<file path="src/sv/nar_pkg.sv">
// Package for the array rotate unit: word types, register codes and control bundles.
package nar_pkg;

  localparam int NUM_AXES = 4;
  localparam int SIZE_W   = 7;
  localparam int OFF_W    = 6;
  localparam int ELEM_W   = 64;
  localparam int CFG_IW   = 3;

  localparam logic [2:0] MOD_TOP = 3'(OFF_W - 1);

  localparam logic KIND_LOAD  = 1'b0;
  localparam logic KIND_START = 1'b1;

  typedef enum logic [CFG_IW-1:0] {
    CFG_SIZE_AXIS0   = 3'd0,
    CFG_SIZE_AXIS1   = 3'd1,
    CFG_SIZE_AXIS2   = 3'd2,
    CFG_SIZE_AXIS3   = 3'd3,
    CFG_OFFSET_AXIS0 = 3'd4,
    CFG_OFFSET_AXIS1 = 3'd5,
    CFG_OFFSET_AXIS2 = 3'd6,
    CFG_OFFSET_AXIS3 = 3'd7
  } nar_cfg_e;

  typedef enum logic [2:0] {
    WK_IDLE,
    WK_MOD,
    WK_AXIS,
    WK_EMIT,
    WK_ERR
  } nar_state_e;

  typedef struct packed {
    logic              kind;
    logic [ELEM_W-1:0] element;
  } nar_in_t;

  typedef struct packed {
    logic [ELEM_W-1:0] element_out;
    logic              final_res;
    logic              too_large;
  } nar_out_t;

  typedef struct packed {
    logic issue;
    logic err;
    logic last;
    logic busy;
  } nar_walk_t;

endpackage

</file>
<file path="src/sv/nar_store.sv">
// Element store: one write port, one registered read port.
module nar_store #(
  parameter int DEPTH = 64,
  parameter int AW    = 6
) (
  input  logic                      clk_i,
  input  logic                      we_i,
  input  logic [AW-1:0]             waddr_i,
  input  logic [nar_pkg::ELEM_W-1:0] wdata_i,
  input  logic                      re_i,
  input  logic [AW-1:0]             raddr_i,
  output logic [nar_pkg::ELEM_W-1:0] rdata_o
);

  logic [nar_pkg::ELEM_W-1:0] mem [DEPTH];
  logic [nar_pkg::ELEM_W-1:0] rdata_q;

  always_ff @(posedge clk_i) begin
    if (we_i) begin
      mem[waddr_i] <= wdata_i;
    end
  end

  always_ff @(posedge clk_i) begin
    if (re_i) begin
      rdata_q <= mem[raddr_i];
    end
  end

  assign rdata_o = rdata_q;

endmodule

</file>
<file path="src/sv/nar_walk.sv">
// Address walker: per-axis set-up of rotation and strides, then source address sequencing.
module nar_walk #(
  parameter int CAPACITY = 64,
  parameter int MAX_AXES = 4
) (
  input  logic                                                   clk_i,
  input  logic                                                   rst_ni,
  input  logic                                                   start_i,
  input  logic                                                   adv_i,
  input  logic [nar_pkg::NUM_AXES-1:0][nar_pkg::SIZE_W-1:0]      size_i,
  input  logic [nar_pkg::NUM_AXES-1:0][nar_pkg::OFF_W-1:0]       offset_i,
  output logic [$clog2(CAPACITY)-1:0]                            addr_o,
  output nar_pkg::nar_walk_t                                     ctl_o
);

  localparam int AW   = $clog2(CAPACITY);
  localparam int CW   = $clog2(CAPACITY + 1);
  localparam int PW   = CW + nar_pkg::SIZE_W;
  localparam int NA   = nar_pkg::NUM_AXES;
  localparam int SW   = nar_pkg::SIZE_W;
  localparam int LEAD = nar_pkg::NUM_AXES - MAX_AXES;

  nar_pkg::nar_state_e state_q, state_d;

  logic [1:0]    axis_q;
  logic [2:0]    bit_q;
  logic [SW-1:0] rem_q;
  logic [CW-1:0] prod_q;
  logic          ovf_q;
  logic [AW-1:0] src_q;

  logic [NA-1:0][AW-1:0] stride_q;
  logic [NA-1:0][AW-1:0] wrap_q;
  logic [NA-1:0][SW-1:0] dm1_q;
  logic [NA-1:0][SW-1:0] ctr_q;
  logic [NA-1:0][SW-1:0] rot_q;

  logic [NA-1:0][SW-1:0]            d_eff;
  logic [NA-1:0][nar_pkg::OFF_W-1:0] o_eff;
  logic [SW-1:0]                    d_sel;
  logic [SW:0]                      shifted;
  logic [SW-1:0]                    rem_n;
  logic [PW-1:0]                    new_prod;
  logic [PW-1:0]                    rot_term;
  logic                             ovf_n;

  logic [NA-1:0]         step;
  logic [NA-1:0][SW-1:0] ctr_n;
  logic [NA-1:0][SW-1:0] rot_n;
  logic [AW-1:0]         src_n;
  logic                  last;
  logic                  emit_go;

  always_comb begin
    for (int a = 0; a < NA; a++) begin
      if (a < LEAD || size_i[a] == '0) begin
        d_eff[a] = SW'(1);
      end else begin
        d_eff[a] = size_i[a];
      end
      o_eff[a] = (a < LEAD) ? '0 : offset_i[a];
    end
  end

  assign d_sel    = d_eff[axis_q];
  assign shifted  = {rem_q, o_eff[axis_q][bit_q]};
  assign rem_n    = (shifted >= {1'b0, d_sel}) ? SW'(shifted - {1'b0, d_sel}) : SW'(shifted);
  assign new_prod = PW'(prod_q) * PW'(d_sel);
  assign rot_term = PW'(rem_q) * PW'(prod_q);
  assign ovf_n    = ovf_q || (new_prod > PW'(CAPACITY));

  always_comb begin
    step         = '0;
    step[NA-1]   = 1'b1;
    for (int a = NA - 2; a >= 0; a--) begin
      step[a] = step[a+1] && (ctr_q[a+1] == dm1_q[a+1]);
    end
    src_n = src_q;
    last  = 1'b1;
    for (int a = NA - 1; a >= 0; a--) begin
      ctr_n[a] = ctr_q[a];
      rot_n[a] = rot_q[a];
      last     = last && (ctr_q[a] == dm1_q[a]);
      if (step[a]) begin
        ctr_n[a] = (ctr_q[a] == dm1_q[a]) ? '0 : ctr_q[a] + SW'(1);
        if (rot_q[a] == dm1_q[a]) begin
          rot_n[a] = '0;
          src_n    = src_n - wrap_q[a];
        end else begin
          rot_n[a] = rot_q[a] + SW'(1);
          src_n    = src_n + stride_q[a];
        end
      end
    end
  end

  assign emit_go = (state_q == nar_pkg::WK_EMIT) && adv_i;

  always_ff @(posedge clk_i or negedge rst_ni) begin
    if (!rst_ni) begin
      state_q <= nar_pkg::WK_IDLE;
    end else begin
      state_q <= state_d;
    end
  end

  always_comb begin
    state_d         = state_q;
    ctl_o           = '0;
    ctl_o.busy      = (state_q != nar_pkg::WK_IDLE);
    case (state_q)
      nar_pkg::WK_IDLE: begin
        if (start_i) begin
          state_d = nar_pkg::WK_MOD;
        end
      end
      nar_pkg::WK_MOD: begin
        if (bit_q == '0) begin
          state_d = nar_pkg::WK_AXIS;
        end
      end
      nar_pkg::WK_AXIS: begin
        if (axis_q == '0) begin
          state_d = ovf_n ? nar_pkg::WK_ERR : nar_pkg::WK_EMIT;
        end else begin
          state_d = nar_pkg::WK_MOD;
        end
      end
      nar_pkg::WK_EMIT: begin
        ctl_o.issue = adv_i;
        ctl_o.last  = last;
        if (adv_i && last) begin
          state_d = nar_pkg::WK_IDLE;
        end
      end
      nar_pkg::WK_ERR: begin
        ctl_o.err = adv_i;
        if (adv_i) begin
          state_d = nar_pkg::WK_IDLE;
        end
      end
      default: begin
        state_d = nar_pkg::WK_IDLE;
      end
    endcase
  end

  always_ff @(posedge clk_i or negedge rst_ni) begin
    if (!rst_ni) begin
      axis_q <= '0;
      bit_q  <= '0;
      rem_q  <= '0;
      prod_q <= '0;
      ovf_q  <= 1'b0;
    end else begin
      case (state_q)
        nar_pkg::WK_IDLE: begin
          axis_q <= 2'(NA - 1);
          bit_q  <= nar_pkg::MOD_TOP;
          rem_q  <= '0;
          prod_q <= CW'(1);
          ovf_q  <= 1'b0;
        end
        nar_pkg::WK_MOD: begin
          rem_q <= rem_n;
          bit_q <= bit_q - 3'd1;
        end
        nar_pkg::WK_AXIS: begin
          prod_q <= CW'(new_prod);
          ovf_q  <= ovf_n;
          axis_q <= axis_q - 2'd1;
          bit_q  <= nar_pkg::MOD_TOP;
          rem_q  <= '0;
        end
        default: begin
        end
      endcase
    end
  end

  always_ff @(posedge clk_i) begin
    if (state_q == nar_pkg::WK_IDLE) begin
      src_q <= '0;
    end else if (state_q == nar_pkg::WK_AXIS) begin
      src_q            <= src_q + AW'(rot_term);
      stride_q[axis_q] <= AW'(prod_q);
      wrap_q[axis_q]   <= AW'(new_prod) - AW'(prod_q);
      dm1_q[axis_q]    <= d_sel - SW'(1);
      ctr_q[axis_q]    <= '0;
      rot_q[axis_q]    <= rem_q;
    end else if (emit_go) begin
      src_q <= src_n;
      ctr_q <= ctr_n;
      rot_q <= rot_n;
    end
  end

  assign addr_o = src_q;

endmodule

</file>
<file path="src/sv/nar_out_buf.sv">
// Two-word output queue with slot reservation for reads in flight.
module nar_out_buf (
  input  logic              clk_i,
  input  logic              rst_ni,
  input  logic              rsv_i,
  input  nar_pkg::nar_out_t push_data_i,
  output logic              space_o,
  output logic              out_valid_o,
  input  logic              out_stall_i,
  output nar_pkg::nar_out_t out_data_o
);

  nar_pkg::nar_out_t mem_q [2];
  logic [1:0]        cnt_q;
  logic              infl_q;
  logic              wr_q;
  logic              rd_q;
  logic              pop;
  logic [2:0]        occ;

  assign pop     = (cnt_q != '0) && !out_stall_i;
  assign occ     = 3'(cnt_q) + 3'(infl_q) - 3'(pop);
  assign space_o = (occ < 3'd2);

  always_ff @(posedge clk_i or negedge rst_ni) begin
    if (!rst_ni) begin
      cnt_q  <= '0;
      infl_q <= 1'b0;
      wr_q   <= 1'b0;
      rd_q   <= 1'b0;
    end else begin
      infl_q <= rsv_i;
      cnt_q  <= cnt_q + 2'(infl_q) - 2'(pop);
      if (infl_q) begin
        wr_q <= ~wr_q;
      end
      if (pop) begin
        rd_q <= ~rd_q;
      end
    end
  end

  always_ff @(posedge clk_i) begin
    if (infl_q) begin
      mem_q[wr_q] <= push_data_i;
    end
  end

  assign out_valid_o = (cnt_q != '0);
  assign out_data_o  = mem_q[rd_q];

endmodule

</file>
<file path="src/sv/ndim_array_rotate_unit.sv">
// Load word: taken back to back while idle; loads past capacity are dropped.
// Start word: set-up per axis (6 remainder steps, 1 stride step),
// then one result word per cycle from the store read port while the output queue has space.
// Input stalls from start acceptance until the last store read, or the flagged word, is issued.
// Too-large start: one flagged word after set-up. Output queue of two words.
// Reset: sizes 1, offsets 0, load pointer 0; store contents undefined until loaded.
module ndim_array_rotate_unit #(
  parameter int CAPACITY = 64,
  parameter int MAX_AXES = 4
) (
  input  logic                          clk_i,
  input  logic                          rst_ni,
  input  logic                          in_valid_i,
  output logic                          in_stall_o,
  input  nar_pkg::nar_in_t              in_data_i,
  output logic                          out_valid_o,
  input  logic                          out_stall_i,
  output nar_pkg::nar_out_t             out_data_o,
  input  logic                          cfg_we_i,
  input  logic [nar_pkg::CFG_IW-1:0]    cfg_idx_i,
  input  logic [nar_pkg::SIZE_W-1:0]    cfg_wdata_i
);

  localparam int AW = $clog2(CAPACITY);
  localparam int LW = $clog2(CAPACITY + 1);

  logic [nar_pkg::NUM_AXES-1:0][nar_pkg::SIZE_W-1:0] size_q;
  logic [nar_pkg::NUM_AXES-1:0][nar_pkg::OFF_W-1:0]  offset_q;
  logic [LW-1:0]                                     lp_q;

  nar_pkg::nar_walk_t          walk_ctl;
  nar_pkg::nar_out_t           push_data;
  logic [AW-1:0]               rd_addr;
  logic [nar_pkg::ELEM_W-1:0]  rd_data;
  logic                        in_acc;
  logic                        ld;
  logic                        start;
  logic                        rsv;
  logic                        space;
  logic                        last_q;
  logic                        err_q;

  assign in_stall_o = walk_ctl.busy;
  assign in_acc     = in_valid_i && !walk_ctl.busy;
  assign ld         = in_acc && (in_data_i.kind == nar_pkg::KIND_LOAD) && (lp_q < LW'(CAPACITY));
  assign start      = in_acc && (in_data_i.kind == nar_pkg::KIND_START);
  assign rsv        = walk_ctl.issue || walk_ctl.err;

  always_ff @(posedge clk_i or negedge rst_ni) begin
    if (!rst_ni) begin
      size_q   <= {nar_pkg::NUM_AXES{nar_pkg::SIZE_W'(1)}};
      offset_q <= '0;
    end else if (cfg_we_i) begin
      case (nar_pkg::nar_cfg_e'(cfg_idx_i))
        nar_pkg::CFG_SIZE_AXIS0:   size_q[0]   <= cfg_wdata_i;
        nar_pkg::CFG_SIZE_AXIS1:   size_q[1]   <= cfg_wdata_i;
        nar_pkg::CFG_SIZE_AXIS2:   size_q[2]   <= cfg_wdata_i;
        nar_pkg::CFG_SIZE_AXIS3:   size_q[3]   <= cfg_wdata_i;
        nar_pkg::CFG_OFFSET_AXIS0: offset_q[0] <= cfg_wdata_i[nar_pkg::OFF_W-1:0];
        nar_pkg::CFG_OFFSET_AXIS1: offset_q[1] <= cfg_wdata_i[nar_pkg::OFF_W-1:0];
        nar_pkg::CFG_OFFSET_AXIS2: offset_q[2] <= cfg_wdata_i[nar_pkg::OFF_W-1:0];
        nar_pkg::CFG_OFFSET_AXIS3: offset_q[3] <= cfg_wdata_i[nar_pkg::OFF_W-1:0];
        default: begin
        end
      endcase
    end
  end

  always_ff @(posedge clk_i or negedge rst_ni) begin
    if (!rst_ni) begin
      lp_q <= '0;
    end else if (start) begin
      lp_q <= '0;
    end else if (ld) begin
      lp_q <= lp_q + LW'(1);
    end
  end

  always_ff @(posedge clk_i) begin
    if (rsv) begin
      last_q <= walk_ctl.last;
      err_q  <= walk_ctl.err;
    end
  end

  always_comb begin
    if (err_q) begin
      push_data.element_out = '0;
      push_data.final_res   = 1'b1;
      push_data.too_large   = 1'b1;
    end else begin
      push_data.element_out = rd_data;
      push_data.final_res   = last_q;
      push_data.too_large   = 1'b0;
    end
  end

  nar_store #(
    .DEPTH (CAPACITY),
    .AW    (AW)
  ) u_store (
    .clk_i   (clk_i),
    .we_i    (ld),
    .waddr_i (lp_q[AW-1:0]),
    .wdata_i (in_data_i.element),
    .re_i    (walk_ctl.issue),
    .raddr_i (rd_addr),
    .rdata_o (rd_data)
  );

  nar_walk #(
    .CAPACITY (CAPACITY),
    .MAX_AXES (MAX_AXES)
  ) u_walk (
    .clk_i    (clk_i),
    .rst_ni   (rst_ni),
    .start_i  (start),
    .adv_i    (space),
    .size_i   (size_q),
    .offset_i (offset_q),
    .addr_o   (rd_addr),
    .ctl_o    (walk_ctl)
  );

  nar_out_buf u_out_buf (
    .clk_i       (clk_i),
    .rst_ni      (rst_ni),
    .rsv_i       (rsv),
    .push_data_i (push_data),
    .space_o     (space),
    .out_valid_o (out_valid_o),
    .out_stall_i (out_stall_i),
    .out_data_o  (out_data_o)
  );

endmodule

</file>
<file path="config.mk">
export PLATFORM = sky130hd
export DESIGN_NAME = ndim_array_rotate_unit
export DESIGN_NICKNAME = d
export VERILOG_FILES = /design/src/sv/nar_pkg.sv /design/src/sv/nar_store.sv /design/src/sv/nar_walk.sv /design/src/sv/nar_out_buf.sv /design/src/sv/ndim_array_rotate_unit.sv
export SDC_FILE = /design/constraint.sdc
export NUM_CORES = 2
export LEC_CHECK = 0
export BUFFER_PORTS_ARGS = -buffer_cell sky130_fd_sc_hd__buf_4
export CORE_MARGIN = 3
export CORE_UTILIZATION = 45
export DETAILED_ROUTE_END_ITERATION = 7
export GPL_TIMING_DRIVEN = 0
export PLACE_DENSITY = 0.71
export SLEW_MARGIN = 20
export SYNTH_ARGS = -nofsm -noshare
export SYNTH_HDL_FRONTEND = slang
export SYNTH_MEMORY_MAX_BITS = 65536
export SYNTH_SLANG_ARGS = --single-unit
</file>
<file path="constraint.sdc">
create_clock -name clk_i -period 6.6 [get_ports clk_i]
set_clock_uncertainty 0.1 [all_clocks]
set_input_delay 0.66 -clock clk_i [delete_from_list [all_inputs] [get_ports clk_i]]
set_output_delay 0.66 -clock clk_i [all_outputs]
set_load 0.05 [all_outputs]
</file>
Yosys cells after proc, flatten, opt, wreduce, memory -nomap -nowiden:

Memories as Yosys holds them, arrays and structs flattened. A register that Yosys moved wholly into a read port is not among the register bits.
Index checks and enable logic that the tools add are counted.

* register bits after elaboration: 227
* memory bits (writable): 4228
* input bits: 80
* output and inout port bits: 68
* logic and storage cells: 223
* memories: 2

Memory list
* u_store.mem: depth 64, width 64, read ports 1, clocked after memory_dff 1, wr ports 1, RTL line nar_store.sv:15 `logic [nar_pkg::ELEM_W-1:0] mem [DEPTH];`
* u_out_buf.mem_q: depth 2, width 66, read ports 1, clocked after memory_dff 0, wr ports 1, RTL line nar_out_buf.sv:13 `nar_pkg::nar_out_t mem_q [2];`

* $add $sub $neg: 27
* $mul: 2
* magnitude comparators: 7
* equality and inequality tests: 23
* mux-type cells: 67
* bitwise logic cells: 6
* reductions and logical operators: 47

Operator list (count)
* 7-bit 2-to-1 mux: 23
* 28-bit 2-to-1 mux: 4
* 6-bit 2-to-1 mux: 11
* 66-bit 2-to-1 mux: 1
* 7-bit by 1-bit adder with 7-bit output (second input constant): 9
* 28-bit bitwise mux: 2
* 7-bit == test: 8
* 24-bit bitwise mux: 2
* 6-bit adder: 5
* 6-bit subtractor: 5
* 28-bit AND: 1
* 7-bit zero test: 4
* 28-bit NOT: 1
* 7-bit case mux with 2 select lines: 2
* 2-bit AND reduction: 10
* 3-bit 2-to-1 mux: 6
* 2-bit nonzero test: 8
* 3-bit == test (second input constant): 5
* 3-bit case mux with 5 select lines: 1
* 7-bit binary-select mux with 2-bit select: 1
* 7-bit demux with 2-bit select: 1
* 14-bit by 7-bit > comparator with 1-bit output (second input constant): 1
* 7-bit by 7-bit multiplier with 14-bit output: 1
* 6-bit binary-select mux with 2-bit select: 1
* 35 further kinds: 66

Depth between registers and ports, before layout:

* depth in word-level cells: 13
* depth in mapped cells: 29

Modules after synthesis:

Synthesis repeated with hierarchy kept, for this count alone.

* cell total of the unflattened synthesis: 8210
* area, all modules: 176783.3 um^2

By module, submodules not included
* nar_store: instances 1, cells an instance 6598, area each 156989.3 um^2, seq. area each 124919.8 um^2
* nar_walk: instances 1, cells an instance 1157, area each 11831.3 um^2, seq. area each 4659.5 um^2
* nar_out_buf: instances 1, cells an instance 226, area each 5118.7 um^2, seq. area each 4088.9 um^2
* ndim_array_rotate_unit: instances 1, cells an instance 229, area each 2844.0 um^2, seq. area each 1541.5 um^2

Worst setup path before layout:

OpenSTA, ideal clock, no wires.

* path kind: flip-flop to flip-flop
* start: register u_walk.axis_q[0]
* end: register u_walk.state_q[0]
* data arrival time: 5720 ps
* required time: 6424 ps
* setup slack: 704 ps
* cell stages (with the launch flop): 21
* buffers on the path: 2
* clock period less this slack: 5896 ps
* cell sequence: dfrtp_1 > clkbuf_1 > buf_1 > mux4_2 > nand2_1 > fa_1 > fa_1 > inv_1 > fa_1 > inv_1 > fa_1 > inv_1 > ha_1 > o21a_1 > o31a_1 > o311ai_0 > a21oi_1 > mux2_2 > nand4_1 > o311a_1 > o21ai_1

* cells in the longest elaborated chain, start to end: 8
* elaborated cells on any way between the ends: 9

Ends and longest elaborated chain
* start, declared: RTL line nar_walk.sv:25 `logic [1:0] axis_q;`
* start signal, assigned: RTL line nar_walk.sv:158 `axis_q <= 2'(NA - 1);`
* start signal, assigned: RTL line nar_walk.sv:171 `axis_q <= axis_q - 2'd1;`
* 7-bit binary-select mux with 2-bit select: RTL line nar_walk.sv:65 `assign d_sel = d_eff[axis_q];`
* 7-bit 2-to-1 mux (implied by the code): RTL line nar_walk.sv:65
* 7-bit by 7-bit multiplier with 14-bit output: RTL line nar_walk.sv:68 `assign new_prod = PW'(prod_q) * PW'(d_sel);`
* 14-bit by 7-bit > comparator with 1-bit output: RTL line nar_walk.sv:70 `assign ovf_n = ovf_q || (new_prod > PW'(CAPACITY));`
* 1-bit logical OR: RTL line nar_walk.sv:70
* 3-bit 2-to-1 mux: RTL line nar_walk.sv:124 `state_d = ovf_n ? nar_pkg::WK_ERR : nar_pkg::WK_EMIT;`
* 3-bit 2-to-1 mux (*): RTL line nar_walk.sv:123 `if (axis_q == '0) begin`
* 3-bit case mux with 5 select lines (*): RTL line nar_walk.sv:111 `case (state_q)`
* end signal, assigned: RTL line nar_walk.sv:101 `state_q <= nar_pkg::WK_IDLE;`
* end signal, assigned: RTL line nar_walk.sv:103 `state_q <= state_d;`
* end, declared: RTL line nar_walk.sv:23 `nar_pkg::nar_state_e state_q, state_d;`

Every way passes the cells marked *; elsewhere a longest branch is shown, timed or not. The select of a mux whose other input is x is not followed.
A chain may end at the register's enable or synchronous reset.

Worst setup path after layout:

* start: register u_walk.src_q[0] (netlist: u_walk.addr_o[0])
* end: register u_walk.src_q[5] (netlist: u_walk.addr_o[5])

* cells in the longest elaborated chain, start to end: 13
* elaborated cells on any way between the ends: 18

Ends and longest elaborated chain
* start, declared: RTL line nar_walk.sv:30 `logic [AW-1:0] src_q;`
* start signal, assigned: RTL line nar_walk.sv:185 `src_q <= src_q + AW'(rot_term);`
* start signal, assigned: RTL line nar_walk.sv:192 `src_q <= src_n;`
* 6-bit adder / 6-bit subtractor (equally long branches): RTL line nar_walk.sv:91, nar_walk.sv:88
* 6-bit 2-to-1 mux: RTL line nar_walk.sv:86 `if (rot_q[a] == dm1_q[a]) begin`
* 6-bit adder / 6-bit subtractor (equally long branches): RTL line nar_walk.sv:91, nar_walk.sv:88
* 6-bit 2-to-1 mux: RTL line nar_walk.sv:86
* 6-bit 2-to-1 mux: RTL line nar_walk.sv:84 `if (step[a]) begin`
* 6-bit adder / 6-bit subtractor (equally long branches): RTL line nar_walk.sv:91, nar_walk.sv:88
* 6-bit 2-to-1 mux: RTL line nar_walk.sv:86
* 6-bit 2-to-1 mux: RTL line nar_walk.sv:84
* 6-bit adder / 6-bit subtractor (equally long branches): RTL line nar_walk.sv:91, nar_walk.sv:88
* 6-bit 2-to-1 mux: RTL line nar_walk.sv:86
* 6-bit 2-to-1 mux: RTL line nar_walk.sv:84
* 6-bit 2-to-1 mux: RTL line nar_walk.sv:191 `end else if (emit_go) begin`
* 6-bit 2-to-1 mux (*): RTL line nar_walk.sv:184 `end else if (state_q == nar_pkg::WK_AXIS) begin`

Marked as above.

==> results.txt <==
Among all stages on the critical path, the largest delay is contributed by sky130_fd_sc_hd__fa_1. Static timing analysis puts the maximum clock frequency at 157 MHz. The overall fraction of global-route tracks in use came out at around 23%. The HPWL after detailed placement came out at 312000 um. The layout net count came out at 8574. The power density of the placed cells came out at 370 nW/um^2.

The setup TNS came out at 0 ns. Setup violations remaining at the end of the flow were counted as 0. The type of the tightest min-delay check is input port to register.

Entering global routing, the biggest net connects 88 pins. STA classifies the critical path endpoint as a register. The via density per instance came out at 6.22. The transition at the pin with the smallest max-transition slack came out at 1.20 ns. The placer's final routability congestion estimate is 0.829. The setup slack of the critical path after layout is ~0.22 ns.

On the critical path the largest part of the delay comes from adder cells. The total leakage power came out at roughly 64 nW. The proportion of synthesized flip-flops having asynchronous set or reset came out at roughly 1.9%.

The number of placement rows is 229. The instance count of the mapped netlist is 7505. The fraction of final layout cells with drive strength greater than 1 came out at 31.2%. The count of yosys warnings during synthesis is 0. The run finished with clean final reports. The starting utilization of the core area came out at between 40% and 50%. The clock latency on the worst-skew pair is a little under 1 ns. The top-area cell type share of the netlist area is 75.3%. The highest cell delay on the worst timing path came out at 0.51 ns.

No sink is reached through more buffers than the 4 on the longest clock path. Once placement finished, the instance area stood at 191000 um^2. The number of antenna violations at the first check in global routing is 38.

The clock-pin slew on the worst setup and hold paths is 0.07 ns. The distinct cell type count after synthesis came out at 69. The area of the die came out at 400000 um^2.

The height of the die is 632 um. In this design, the critical path's most frequently occurring cell is sky130_fd_sc_hd__ha_1. The count of max-cap constraint violations is 0. From synthesis to final layout, the design area changed by 15.9%. The most common cell after layout, fill and taps aside is sky130_fd_sc_hd__edfxtp_1. The total iterations of the first detailed-routing run is 8. The relative slew slack is 20.0%. By area the synthesized netlist is led by sky130_fd_sc_hd__edfxtp_1, sky130_fd_sc_hd__mux4_2, sky130_fd_sc_hd__dfrtp_1. Buffers inserted during clock tree synthesis total ~430. roughly 150 I/O pins were placed. The worst setup path is launched from a register. At the placement stage, the worst setup path has a slack of -0.715 ns. The routed via count came out at ~87000. The total clock sinks came out at about 4500. For the worst setup path, the data required time is 7.38 ns. The fraction of the cycle the final worst path needs is 96.6%. CTS placed an instance of sky130_fd_sc_hd__clkbuf_16 at the clock tree root.

In this run the number of H-tree levels came out at 5. The final routed wirelength across all metal layers came out at 465000 um. The first-iteration detailed-routing DRC count is 12800. The number of hold-slack violations in the final timing report is 0. The maximum vdd ir drop came out at around 0.26 mV. The finished layout cell area is 204000 um^2.

The die outline width came out at 632 um. The total congestion overflow came out at 0. The number of enable flip-flop cells after synthesis came out at 4426. The number of port buffers is between 100 and 150. The data arrival time of the critical path is 7.16 ns. The prevailing post-synth register cell is sky130_fd_sc_hd__edfxtp_1. The average size of a mapped cell came out at about 24 um^2.

The worst hold margin is 0.0906 ns. The maximum fanout along the worst path is 19. TritonCTS built the clock tree. The post-layout minimum cycle time came out at between 6 and 7 ns. Counting both buffers and inverters, the worst setup path holds a total of 5. The finished layout holds 14000 standard cells, fillers aside.

Summed over all instances, the cell type with the most area after synthesis is sky130_fd_sc_hd__edfxtp_1. In the layout the commonest cells are sky130_fd_sc_hd__edfxtp_1, sky130_fd_sc_hd__mux4_2, sky130_fd_sc_hd__clkbuf_16. The number of nets produced by synthesis came out at 7721. The post-synthesis sequential element count is 4519. The critical path is of the register to register type. After synthesis the cells add up to 176000 um^2. The max-slew violation total from the final report is 0. The average detailed-routed wire length per instance came out at 33.3 um. The number of global-route vias before repair came to 88100.

The placed instance count came out at 13100. Summing the sequential cell areas from Yosys gives between 70% and 80% of the chip area. The remaining design rule violation count is 0. The first global-routing pass estimated 659000 um of wire. The detail route stage leaves a number of antenna-violating nets equal to 0. Setup repair after global routing left no endpoint under its margin. In this run the standard cell core region covers slightly below 400000 um^2.
==> layer usage <==
metal	GRT usage, %	vias to the layer above	part of all wire, %
met1	30.5	46200	36
met3	6.03	883	12
li1	-	33700	-
met4	7.90	18	3.6
met5	0	-	0.027
met2	37.6	5963	49
==> power by group <==
group	switching (mW)	leakage (nW)	internal, mW
logic	10.5	16.2	8.95
clock network	10.6	6.61	13.4
registers	0.202	40.9	32.0
==> synth_stat cells (all sizes together) (24+ instances only) <==
| cell | number |
|---|---|
| a21oi | 49 |
| and2 | 24 |
| and3 | 25 |
| buf | 118 |
| clkbuf | 238 |
| dfrtp | 83 |
| edfxtp | 4426 |
| fa | 38 |
| ha | 98 |
| inv | 93 |
| mux2 | 129 |
| mux4 | 1358 |
| nand2 | 120 |
| nand3 | 35 |
| nor2 | 158 |
| nor2b | 78 |
| o21ai | 89 |
| xnor2 | 84 |
| xor2 | 62 |
==> flip-flops by register name, indices dropped and copies added, names as in the netlist, 6 cells and up <==
register	count
u_walk.stride_q	24
u_walk.rot_q	28
u_walk.dm1_q	28
u_out_buf.mem_q	132
u_walk.wrap_q	24
u_store.mem	4096
u_store.rdata_o	64
lp_q	7
size_q	28
offset_q	24
u_walk.rem_q	7
u_walk.ctr_q	28
u_walk.prod_q	7
u_walk.addr_o	6
==> final timing paths <==
path | from | end | slack [ns] | cells after the start
min in group asynchronous | rst_ni | u_walk.rem_q[0]$_DFFE_PN0P_ | 0.27 | 2
max in group asynchronous | rst_ni | size_q[18]$_DFFE_PN0P_ | 5.55 | 2
worst min-delay path | in_valid_i | lp_q[2]$_DFFE_PN0P_ | 0.09 | 4
worst min register to register | offset_q[22]$_DFFE_PN0P_ | offset_q[22]$_DFFE_PN0P_ | 0.41 | 1
worst max-delay path | u_walk.addr_o[0]$_SDFFE_PP0P_ | u_walk.addr_o[5]$_SDFFE_PP0P_ | 0.22 | 25
worst max register to register | u_walk.addr_o[0]$_SDFFE_PP0P_ | u_walk.addr_o[5]$_SDFFE_PP0P_ | 0.22 | 25
==> logic make-up (layout without fill, tap and decap cells) <==
family | count (synthesis) | in the layout | share of synthesized area (%)
adders and majority gates | 136 | 136 | 1.13
AOI/OAI and AO/OA | 227 | 227 | 0.794
muxes | 1505 | 1505 | 18.3
xor gates and xnor gates | 147 | 147 | 0.737
buffers and inverters | 451 | 1659 | 1.02
and+or+nand+nor | 520 | 520 | 1.44
other | 0 | 46 | 0
DFF | 4519 | 4519 | 76.6
==> worst min-delay path, stage by stage <==
cell                      delay (ns)
sky130_fd_sc_hd__buf_4          0.13
sky130_fd_sc_hd__nand2_1        0.14
sky130_fd_sc_hd__o21ai_0        0.11
sky130_fd_sc_hd__o21ai_0        0.07
==> area by class of cell <==
class / instances / area [um^2]
buffer: 354 / 1560
sequential: 4519 / 135000
clock inverter: 249 / 2180
fill: 28700 / 185000
multi-input combinational: 2535 / 40000
timing repair buffer: 425 / 7180
tap: 5197 / 6500
inverter: 95 / 357
clock buffer: 536 / 11300
antenna: 46 / 115
==> stage by stage <==
| step | utilization, % | power [mW] |
|---|---|---|
| floorplan | - | 45.2 |
| global placement | 47.2 | 51.2 |
| finish | 52.5 | 75.6 |
| global route | 52.4 | 77.8 |
| detailed placement | 48.9 | 52.0 |
| CTS | 52.4 | 75.9 |
==> what timing repair did <==
action / CTS / global route
gates cloned: 0 / 0
endpoints found under the setup margin: 6 / 5
endpoints found under the hold margin: 136 / 0
hold buffers: 9 / 0
resized for setup: 6 / 21
pin swaps: 0 / 1
buffers inserted: 0 / 7
Power figures use the tool's default switching activity.
